### src/design/leb_pkg.sv
// shared types and constants for the line edit buffer
package leb_pkg;

  localparam int LINE_DEPTH_DEF = 64;

  localparam logic [7:0] ERASE_RST = 8'd8;
  localparam logic [7:0] KILL_RST  = 8'd21;
  localparam logic [7:0] WERASE_RST = 8'd23;
  localparam logic [6:0] LIMIT_RST = 7'd64;

  localparam logic [7:0] CHAR_SPACE = 8'h20;
  localparam logic [7:0] CHAR_TAB   = 8'h09;
  localparam logic [7:0] CHAR_CR    = 8'h0d;
  localparam logic [7:0] CHAR_LF    = 8'h0a;

  typedef enum logic [2:0] {
    KIND_ECHO      = 3'd0,
    KIND_RUB       = 3'd1,
    KIND_BELL      = 3'd2,
    KIND_LINE_CHAR = 3'd3,
    KIND_LINE_END  = 3'd4
  } kind_t;

  typedef enum logic [1:0] {
    REG_ERASE  = 2'd0,
    REG_KILL   = 2'd1,
    REG_WERASE = 2'd2,
    REG_LIMIT  = 2'd3
  } reg_idx_t;

  typedef struct packed {
    logic [7:0] erase_char;
    logic [7:0] kill_char;
    logic [7:0] word_erase_char;
    logic [6:0] line_limit;
  } cfg_t;

  typedef struct packed {
    kind_t      kind;
    logic [7:0] char_value;
    logic [5:0] line_length;
    logic       last;
  } res_t;

endpackage

### src/design/leb_store.sv
// line store: one write port, one registered read port
module leb_store import leb_pkg::*; #(
  parameter int DEPTH = LINE_DEPTH_DEF,
  parameter int AW    = $clog2(DEPTH)
) (
  input  logic          clk,
  input  logic          wr_en,
  input  logic [AW-1:0] wr_addr,
  input  logic [7:0]    wr_data,
  input  logic          rd_en,
  input  logic [AW-1:0] rd_addr,
  output logic [7:0]    rd_data
);

  logic [7:0] mem [DEPTH];

  always_ff @(posedge clk) begin
    if (wr_en) begin
      mem[wr_addr] <= wr_data;
    end
  end

  always_ff @(posedge clk) begin
    if (rd_en) begin
      rd_data <= mem[rd_addr];
    end
  end

endmodule

### src/design/leb_seq.sv
// command sequencer: decode, fill count and the walk over the line store
module leb_seq import leb_pkg::*; #(
  parameter int LINE_DEPTH = LINE_DEPTH_DEF,
  parameter int PTR_W      = $clog2(LINE_DEPTH)
) (
  input  logic             clk,
  input  logic             rst,
  input  logic             start,
  input  logic [7:0]       in_char,
  input  cfg_t             cfg,
  output logic             busy,
  output logic             res_valid,
  output res_t             res,
  output logic             wr_en,
  output logic [PTR_W-1:0] wr_addr,
  output logic [7:0]       wr_data,
  output logic             rd_en,
  output logic [PTR_W-1:0] rd_addr,
  input  logic [7:0]       rd_data
);

  typedef enum logic [3:0] {
    S_IDLE = 4'b0001,
    S_RUB  = 4'b0010,
    S_LINE = 4'b0100,
    S_END  = 4'b1000
  } state_t;

  typedef enum logic [1:0] {
    MODE_ERASE = 2'd0,
    MODE_KILL  = 2'd1,
    MODE_WORD  = 2'd2
  } mode_t;

  state_t           state, state_next;
  mode_t            mode, mode_next;
  logic [PTR_W-1:0] fill, fill_next;
  logic [PTR_W-1:0] idx, idx_next;
  logic             phase_word, phase_word_next;
  logic             pend_valid, pend_valid_next;
  logic [7:0]       pend_char, pend_char_next;

  logic [PTR_W-1:0] cap;
  logic             is_erase, is_kill, is_word, is_eol;
  logic             data_blank, stop;

  // storable count: min(limit, depth) - 1, a zero limit acting as one
  always_comb begin
    if (cfg.line_limit == 7'd0) begin
      cap = '0;
    end else if (cfg.line_limit > 7'(LINE_DEPTH)) begin
      cap = PTR_W'(LINE_DEPTH - 1);
    end else begin
      cap = PTR_W'(cfg.line_limit - 7'd1);
    end
  end

  assign is_erase   = (in_char == cfg.erase_char);
  assign is_kill    = (in_char == cfg.kill_char);
  assign is_word    = (in_char == cfg.word_erase_char);
  assign is_eol     = (in_char == CHAR_CR) || (in_char == CHAR_LF);
  assign data_blank = (rd_data == CHAR_SPACE) || (rd_data == CHAR_TAB);

  // end of a rub run; the held rub goes out with last set
  assign stop = (fill == '0) ||
                ((mode == MODE_ERASE) && pend_valid) ||
                ((mode == MODE_WORD) && phase_word && data_blank);

  assign busy    = (state != S_IDLE);
  assign wr_addr = fill;
  assign wr_data = in_char;

  always_comb begin
    state_next      = state;
    mode_next       = mode;
    fill_next       = fill;
    idx_next        = idx;
    phase_word_next = phase_word;
    pend_valid_next = pend_valid;
    pend_char_next  = pend_char;
    res_valid       = 1'b0;
    res             = '{kind: KIND_ECHO, char_value: 8'd0, line_length: 6'd0, last: 1'b0};
    wr_en           = 1'b0;
    rd_en           = 1'b0;
    rd_addr         = fill - PTR_W'(1);
    unique case (state)
      S_IDLE: begin
        if (start) begin
          priority if (is_erase || is_kill || is_word) begin
            priority if (is_erase) begin
              mode_next = MODE_ERASE;
            end else if (is_kill) begin
              mode_next = MODE_KILL;
            end else begin
              mode_next = MODE_WORD;
            end
            phase_word_next = 1'b0;
            pend_valid_next = 1'b0;
            rd_en           = (fill != '0);
            state_next      = S_RUB;
          end else if (is_eol) begin
            idx_next = '0;
            rd_addr  = '0;
            if (fill != '0) begin
              rd_en      = 1'b1;
              state_next = S_LINE;
            end else begin
              state_next = S_END;
            end
          end else if (fill >= cap) begin
            res_valid = 1'b1;
            res.kind  = KIND_BELL;
            res.last  = 1'b1;
          end else begin
            wr_en          = 1'b1;
            fill_next      = fill + PTR_W'(1);
            res_valid      = 1'b1;
            res.kind       = KIND_ECHO;
            res.char_value = in_char;
            res.last       = 1'b1;
          end
        end
      end
      S_RUB: begin
        // rd_data holds the entry at fill-1
        res_valid      = pend_valid;
        res.kind       = KIND_RUB;
        res.char_value = pend_char;
        res.last       = stop;
        rd_addr        = fill - PTR_W'(2);
        if (stop) begin
          pend_valid_next = 1'b0;
          state_next      = S_IDLE;
        end else begin
          pend_valid_next = 1'b1;
          pend_char_next  = rd_data;
          fill_next       = fill - PTR_W'(1);
          rd_en           = (fill != PTR_W'(1));
          if (!data_blank) begin
            phase_word_next = 1'b1;
          end
        end
      end
      S_LINE: begin
        // rd_data holds the entry at idx
        res_valid      = 1'b1;
        res.kind       = KIND_LINE_CHAR;
        res.char_value = rd_data;
        if (idx == fill - PTR_W'(1)) begin
          state_next = S_END;
        end else begin
          idx_next = idx + PTR_W'(1);
          rd_addr  = idx + PTR_W'(1);
          rd_en    = 1'b1;
        end
      end
      S_END: begin
        res_valid       = 1'b1;
        res.kind        = KIND_LINE_END;
        res.line_length = 6'(fill);
        res.last        = 1'b1;
        fill_next       = '0;
        state_next      = S_IDLE;
      end
      default: begin
        state_next = S_IDLE;
      end
    endcase
  end

  always_ff @(posedge clk) begin
    if (rst) begin
      state      <= S_IDLE;
      fill       <= '0;
      pend_valid <= 1'b0;
    end else begin
      state      <= state_next;
      fill       <= fill_next;
      pend_valid <= pend_valid_next;
    end
  end

  always_ff @(posedge clk) begin
    mode       <= mode_next;
    idx        <= idx_next;
    phase_word <= phase_word_next;
    pend_char  <= pend_char_next;
  end

  a_idle_quiet: assert property (@(posedge clk) disable iff (rst)
    (state == S_IDLE) && !start |-> !res_valid)
    else $error("result produced with no command");

  a_echo_grows: assert property (@(posedge clk) disable iff (rst)
    !rst && res_valid && (res.kind == KIND_ECHO) |=> fill == $past(fill) + PTR_W'(1))
    else $error("echo did not grow the line by one");

  a_end_empties: assert property (@(posedge clk) disable iff (rst)
    !rst && res_valid && (res.kind == KIND_LINE_END) |=> (fill == '0) && (state == S_IDLE))
    else $error("line end did not empty the line");

  a_end_last: assert property (@(posedge clk) disable iff (rst)
    res_valid && (res.kind == KIND_LINE_END) |-> res.last)
    else $error("line end not marked last");

  a_rub_shrinks: assert property (@(posedge clk) disable iff (rst)
    !rst && (state == S_RUB) && !stop |=> fill == $past(fill) - PTR_W'(1))
    else $error("rub step did not shrink the line");

endmodule

### src/design/line_edit_buffer.sv
// top level of the line edit buffer: config registers, sequencer, store, result register
//
// One typed character is taken per command transfer (start high while busy is low).
// An ordinary character is stored and echoed, or rings the bell when the line is full;
// busy stays low and the next character may follow at once. Erase, kill and word erase
// walk the stored line backward through the one read port of the line store, one entry
// per cycle, with busy high until the walk stops. CR or LF walks the line forward the
// same way, giving each stored character in order, then the line end. Results leave
// through a registered stage, in the cycle after they are formed, each on the result
// ports for exactly one cycle while strobe is high; the receiver takes every result and
// cannot hold the block off. The final result of a character carries last. Config
// registers may be written only while the block is idle and its last
// result has gone out.
module line_edit_buffer import leb_pkg::*; #(
  parameter int LINE_DEPTH = LINE_DEPTH_DEF
) (
  input  logic       clk,
  input  logic       rst,
  // command channel
  input  logic       start,
  input  logic [7:0] in_char,
  output logic       busy,
  // config write channel
  input  logic       cfg_valid,
  output logic       cfg_ready,
  input  logic [1:0] cfg_index,
  input  logic [7:0] cfg_data,
  // result channel
  output logic       strobe,
  output logic [2:0] kind,
  output logic [7:0] char_value,
  output logic [5:0] line_length,
  output logic       last
);

  localparam int PTR_W = $clog2(LINE_DEPTH);

  cfg_t             cfg;
  logic             res_valid;
  res_t             res;
  res_t             res_q;
  logic             wr_en;
  logic [PTR_W-1:0] wr_addr;
  logic [7:0]       wr_data;
  logic             rd_en;
  logic [PTR_W-1:0] rd_addr;
  logic [7:0]       rd_data;

  // config writes are always taken
  assign cfg_ready = 1'b1;

  always_ff @(posedge clk) begin
    if (rst) begin
      cfg.erase_char      <= ERASE_RST;
      cfg.kill_char       <= KILL_RST;
      cfg.word_erase_char <= WERASE_RST;
      cfg.line_limit      <= LIMIT_RST;
    end else if (cfg_valid && cfg_ready) begin
      unique case (reg_idx_t'(cfg_index))
        REG_ERASE:  cfg.erase_char      <= cfg_data;
        REG_KILL:   cfg.kill_char       <= cfg_data;
        REG_WERASE: cfg.word_erase_char <= cfg_data;
        REG_LIMIT:  cfg.line_limit      <= cfg_data[6:0];
        default:    cfg.line_limit      <= cfg.line_limit;
      endcase
    end
  end

  // decode and walk control
  leb_seq #(
    .LINE_DEPTH (LINE_DEPTH),
    .PTR_W      (PTR_W)
  ) u_seq (
    .clk       (clk),
    .rst       (rst),
    .start     (start),
    .in_char   (in_char),
    .cfg       (cfg),
    .busy      (busy),
    .res_valid (res_valid),
    .res       (res),
    .wr_en     (wr_en),
    .wr_addr   (wr_addr),
    .wr_data   (wr_data),
    .rd_en     (rd_en),
    .rd_addr   (rd_addr),
    .rd_data   (rd_data)
  );

  // stored characters of the current line
  leb_store #(
    .DEPTH (LINE_DEPTH),
    .AW    (PTR_W)
  ) u_store (
    .clk     (clk),
    .wr_en   (wr_en),
    .wr_addr (wr_addr),
    .wr_data (wr_data),
    .rd_en   (rd_en),
    .rd_addr (rd_addr),
    .rd_data (rd_data)
  );

  // result register: one transfer per strobe cycle
  always_ff @(posedge clk) begin
    if (rst) begin
      strobe <= 1'b0;
    end else begin
      strobe <= res_valid;
    end
  end

  always_ff @(posedge clk) begin
    if (res_valid) begin
      res_q <= res;
    end
  end

  assign kind        = res_q.kind;
  assign char_value  = res_q.char_value;
  assign line_length = res_q.line_length;
  assign last        = res_q.last;

endmodule
### config.mk
export PLATFORM = sky130hd
export DESIGN_NAME = line_edit_buffer
export DESIGN_NICKNAME = d
export VERILOG_FILES = /design/src/design/leb_pkg.sv /design/src/design/leb_store.sv /design/src/design/leb_seq.sv /design/src/design/line_edit_buffer.sv
export SDC_FILE = /design/constraint.sdc
export NUM_CORES = 1
export LEC_CHECK = 0
export CAP_MARGIN = 20
export CORE_ASPECT_RATIO = 1.2
export CORE_MARGIN = 5
export CORE_UTILIZATION = 25
export CTS_BUF_LIST = sky130_fd_sc_hd__clkbuf_4 sky130_fd_sc_hd__clkbuf_8
export DETAILED_ROUTE_END_ITERATION = 10
export DONT_BUFFER_PORTS = 1
export GPL_TIMING_DRIVEN = 0
export PLACE_DENSITY = 0.36
export SKIP_LAST_GASP = 1
export SYNTH_ARGS = -nofsm -noshare
export SYNTH_HDL_FRONTEND = slang
export SYNTH_SLANG_ARGS = --single-unit
### constraint.sdc
create_clock -name clk -period 11.9 [get_ports clk]
set_input_delay 2.38 -clock clk [delete_from_list [all_inputs] [get_ports clk]]
set_output_delay 2.38 -clock clk [all_outputs]
set_load 0.03 [all_outputs]
* After elaboration in Yosys (flattened, before gate mapping) *
Memories as Yosys holds them, arrays and structs flattened. A register that Yosys moved wholly into a read port is not among the register bits.
Index checks and enable logic that the tools add are counted.

word-level totals
  flip-flop bits (word level) = 78
  latch bits = 0
  memory bits (writable) = 512
  bits in read-only memories = 0
  input bits = 22
  output and inout port bits = 21
  word-level logic and storage cells = 143
  memories kept = 1

operators by class
  add/subtract/negate cells = 5
  multipliers = 0
  div/mod/pow operators = 0
  $lt $le $gt $ge = 2
  equality and inequality tests = 30
  shift operators = 0
  mux-type cells = 59
  bitwise gates (word level) = 1
  reduce and logical (&&, ||, !) cells = 29

memories
  memory       words  bits a word  read ports  clocked after memory_dff  write ports  line             text
  u_store.mem  64     8            1           1                         1            leb_store.sv:15  logic [7:0] mem [DEPTH];

operators with widths
  kind                                                                     number
  6-bit two-way mux                                                        15
  6-bit case mux with 3 select lines                                       2
  8-bit by 4-bit equality test with 1-bit output, second input constant    3
  8-bit equality test                                                      3
  4-bit two-way mux                                                        6
  8-bit case mux with 3 select lines                                       1
  11-bit two-way mux                                                       2
  1-bit two-way mux                                                        21
  2-bit inequality test, second input constant                             7
  6-bit by 1-bit adder with 6-bit output, second input constant            2
  3-bit case mux with 4 select lines                                       1
  4-bit case mux with 3 select lines                                       1
  6-bit case mux with 2 select lines                                       1
  6-bit by 1-bit subtractor with 6-bit output, second input constant       2
  10-bit two-way mux                                                       1
  2-bit AND reduction                                                      5
  5-bit AND reduction                                                      2
  1-bit case mux with 3 select lines                                       3
  8-bit by 6-bit equality test with 1-bit output, second input constant    1
  8-bit two-way mux                                                        1
  2-bit by 1-bit inequality test with 1-bit output, second input constant  4
  7-bit > comparator, second input constant                                1
  7-bit logical NOT                                                        1
  2-bit equality test, second input constant                               3
  other kinds (25)                                                         37

* Logic depth before layout (Yosys ltp) *
  depth in word-level cells = 11
  mapped depth = 21
  gate-level depth less buffers = 18

* By module *
Synthesis repeated with hierarchy kept, for this count alone.

unflattened totals
  cells, all modules = 1401
  area, all modules = 24768.8 µm²

modules (own cells, without submodules)
  module            instances  cells each  area each (µm²)  seq. area each (µm²)
  leb_store         1          940         20241.9          15615.0
  leb_seq           1          316         2681.3           730.7
  line_edit_buffer  1          145         1845.5           1181.1

* Worst setup path before layout *
OpenSTA, ideal clock, no wires.

  path type = input -> register
  start = input in_char[0]
  end = register u_store.rd_data[0], read port of u_store.mem (data pin)
  library setup time = 273 ps
  arrival time = 4843 ps
  data required time = 11627 ps
  setup slack = 6785 ps
  stages on the path = 14
  path buffers = 3
  cell sequence = buf_2 -> nand2b_1 -> o22ai_1 -> nand4_1 -> nor4_1 -> nor2_2 -> a21oi_1 -> buf_2 -> buf_2 -> mux2i_1 -> nand2_1 -> a32o_1 -> nor4_1 -> nand4_1

between the ends
  cells in the longest elaborated chain, start to end = 6
  elaborated cells between the ends (all ways) = 16
  those cells by class = eq/ne (5); mux (8); reduce/logical (3)

RTL lines
  element                                                                                   line                          text
  from (decl)                                                                               line_edit_buffer.sv:21        input logic [7:0] in_char,
  8-bit by 4-bit equality test with 1-bit output (tied with other cells)                    leb_seq.sv:61                 assign is_eol = (in_char == CHAR_CR) || (in_char == CHAR_LF);
  1-bit logical OR (on tied branches)                                                       leb_seq.sv:61, leb_seq.sv:89
  6-bit two-way mux (tied with other cells)                                                 leb_seq.sv:101                end else if (is_eol) begin
  6-bit two-way mux or 1-bit two-way mux (tied branches)                                    leb_seq.sv:89                 priority if (is_erase || is_kill || is_word) begin
  6-bit two-way mux or 1-bit two-way mux (tied branches)                                    leb_seq.sv:88                 if (start) begin
  6-bit case mux with 3 select lines or 1-bit case mux with 3 select lines (tied branches)  leb_seq.sv:86                 unique case (state)
  to (decl)                                                                                 leb_store.sv:12               output logic [7:0] rd_data

Several ways; a longest one is shown, not always the timed one.
A chain may end at the register's enable or synchronous reset.

* Worst setup path in the final report *
  start = input in_char[0]
  end = register u_store.rd_data[5], read port of u_store.mem (data pin)

Same word-level chain as after synthesis.

==> results.ini <==
[place]
port_buffers = 0
dp_slack_ns = 4.48
dp_hpwl_um = 52900
gp_congestion = 0.803

[final_layout]
multi_input_area_um2 = 7030
synthToLayoutAreaGrowth_pct = 14.2
fill_cells = 10115
regArea_um2 = 17500
layout.nets = 1993
layout-drive-gt1-share_pct = 12.8
postLayoutCoreUtil_pct = 28.8

[route]
routedWlPerCell_um = 23.7
drtPass1Iterations = 5
via_count = 15542
routed_wl_um = 79000
drc = 0
vias_per_cell = 4.67
ant_nets = 0
drt_iter0_drc = 989

[synthesis]
syn_area_per_cell_um2 = 13.7
async_flop_share_pct = 0
yosys-top-cells-area = edfxtp_1 (66%), mux2i_1 (6.4%), nand2_1 (4.6%)
ys_top_cells_by_count = edfxtp_1 (555), nand2_1 (307), mux2i_1 (161)
synth.most_common_cell = edfxtp_1
syn-instance-count = 1842
syn-cell-area_um2 = 25200
syn-num-nets = 1882
ys_warn_count = 0
yosysSeqAreaShare_pct = 69.6
synth_top_area_share_pct = 66.1
synth.distinct_cells = 75
ys_ff_latch = 598
yosys.area.top_type = edfxtp_1
synth_ff_type = edfxtp_1
synth_edf_count = 555

[timing]
fin_tns_setup_ns = 0
max_slew_margin_pct = 30.5
worst_slew_pin_slew_ns = 1.04
hold_violations = 0
fin_crit_sh_pct = 56.3
fmax_mhz = 149
rsz0062_at_grt = no
whs_ns = 0.469
setup_viol_count_final = 0
finalMaxSlewViolations = 0
worst_slack_ns = 5.20
period_minus_slack_ns = 6.70
skew_ns = 0.0432

[cts]
clock-root-buffer = clkbuf_8
clk_pin_slew_worst_paths_ns = 0.06
numCtsBuffers = 101
clk_latency_ns = 0.71
cts_hold_buf = 0
cts_buffer_depth = 3
post-cts-setup-buffer-count = 0
post_cts_resized = 0
h-tree-depth = 3
cts_tree = done
clock-sinks = 598

[global_routing]
antenna_found_initial = 1
grt_pass1_wl_um = 114000
overflow = 0
grt_max_degree = 66
grt_pass1_vias = 15995
track_usage_pct = 14.4

[worst_setup_path]
max_stage_delay_ns = 0.81
setup.worst_path.end_class = flip-flop
crit_required_ns = 12.23
cp.arrival_ns = 7.02
critPathLaunchType = input pin
worst-path-buf-inv = 3
critPathMaxFanout = 65
worstSetupPathType = input pin to flip-flop
crit_slowest_cell = nor4_1
crit_family = simple AND/OR/NAND/NOR gates
crit_chain = buf_2 > nand2b_1 > o22ai_1 > nand4_1 > nor4_1 > nor2_2 > a21oi_1 > buf_6 > buf_2 > mux2i_1 > mux2i_1 > a32o_1 > nor4_1 > nand4_1

[run]
maxCapViolations = 0

[floorplan]
start_util_pct = 25.2
io_pins = 43
fp.dieArea_um2 = 107000
num_rows = 127
die_h_um = 358
die-width_um = 300
core_area_um2 = 99900

[power]
fin_total_pwr_mw = 7.92
p_sw_share_pct = 43.2
ir_drop_mv = 0.122
comb_power_share_pct = 46.2
p_leak_nw = 9.63
pwr-share-clk_pct = 22.5
power.internal_mw = 4.50
power_density_nw_per_um2 = 275
pwr-share-seq_pct = 31.3
power_switching_mw = 3.42

[run_status]
outcome = complete, no violations

[min_path]
hold_class = flip-flop to flip-flop

[cells in the final DEF (no fill, tap or decap), types with 32 or more instances in the layout]
cell type and n:
nor2_1 129, xnor2_1 33, nand2_1 307, buf_2 54, nand3_1 64, a31oi_1 36
edfxtp_1 555, clkbuf_1 39, dfxtp_1 43, clkbuf_8 103, mux2i_1 161, nand4_1 32
clkinv_1 35
[final timing paths]
kind	start	to	slack [ns]	cells after the start
worst min register to register	cfg[10]$_SDFFE_PP0P_	cfg[10]$_SDFFE_PP0P_	0.47	2
worst max-delay path	in_char[0]	u_store.rd_data[5]$_DFFE_PP_	5.20	14
worst min-delay path	cfg[10]$_SDFFE_PP0P_	cfg[10]$_SDFFE_PP0P_	0.47	2
worst max register to register	u_seq.wr_addr[0]$_SDFFE_PP0P_	u_store.rd_data[5]$_DFFE_PP_	5.78	18
[power by group through the flow]
| stage | Combinational (mW) | Clock (mW) | Sequential [mW] |
|---|---|---|---|
| 2_1_floorplan | 2.22 | 0 | 2.51 |
| 3_3_place_gp | 3.68 | 0 | 2.53 |
| 3_5_place_dp | 3.70 | 0 | 2.53 |
| 4_1_cts | 3.71 | 1.85 | 2.48 |
| 5_1_grt | 3.92 | 1.95 | 2.49 |
| 6_report | 3.66 | 1.78 | 2.48 |
[layout make-up]
cell class	instances	share of cell area (%)
diodes	1	0.00870
plain buffers	110	1.91
clock buffers	129	5.60
clock inverters	56	1.05
inverters	26	0.339
multi-input cells	1108	24.4
flip-flops and latches	598	60.9
well taps	1290	5.61
repair buffers	8	0.139
[stage by stage]
| step | cell area, um^2 | cells |
|---|---|---|
| floorplan | 25200 | 1842 |
| global placement | 26800 | 3132 |
| detailed placement | 26900 | 3139 |
| CTS | 28800 | 3324 |
| global route | 28800 | 3326 |
| finish | 28800 | 3326 |
[logic make-up after synthesis]
logic type	synth area share, %
DFF	69.6
AOI/OAI and AO/OA	6.38
adders and majority gates	0.973
xor gates and xnor gates	1.64
and+or+nand+nor	11.5
muxes	7.33
buffers and inverters	2.57
other	0.0149
[sequential cells by signal (all words and copies together), names as in the netlist, 2 cells and up]
register,cells
u_store.mem,512
cfg,31
char_value,8
u_seq.pend_char,8
u_store.rd_data,8
line_length,6
u_seq.idx,6
u_seq.wr_addr,6
u_seq.state,4
kind,3
u_seq.mode,2
[layer usage]
layer,up-vias,share of wire (%),global-route usage [%]
met1,7865,43,18.1
met3,112,4.9,3.04
li1,7163,-,-
met5,-,0,0
met2,402,49,25.0
met4,0,2.9,4.78
[worst min-delay path, stage by stage, from the launching register on]
cell     delay [ns]
dfxtp_1        0.31
nand2_1        0.05
a21oi_1        0.05
Power figures use the tool's default switching activity.
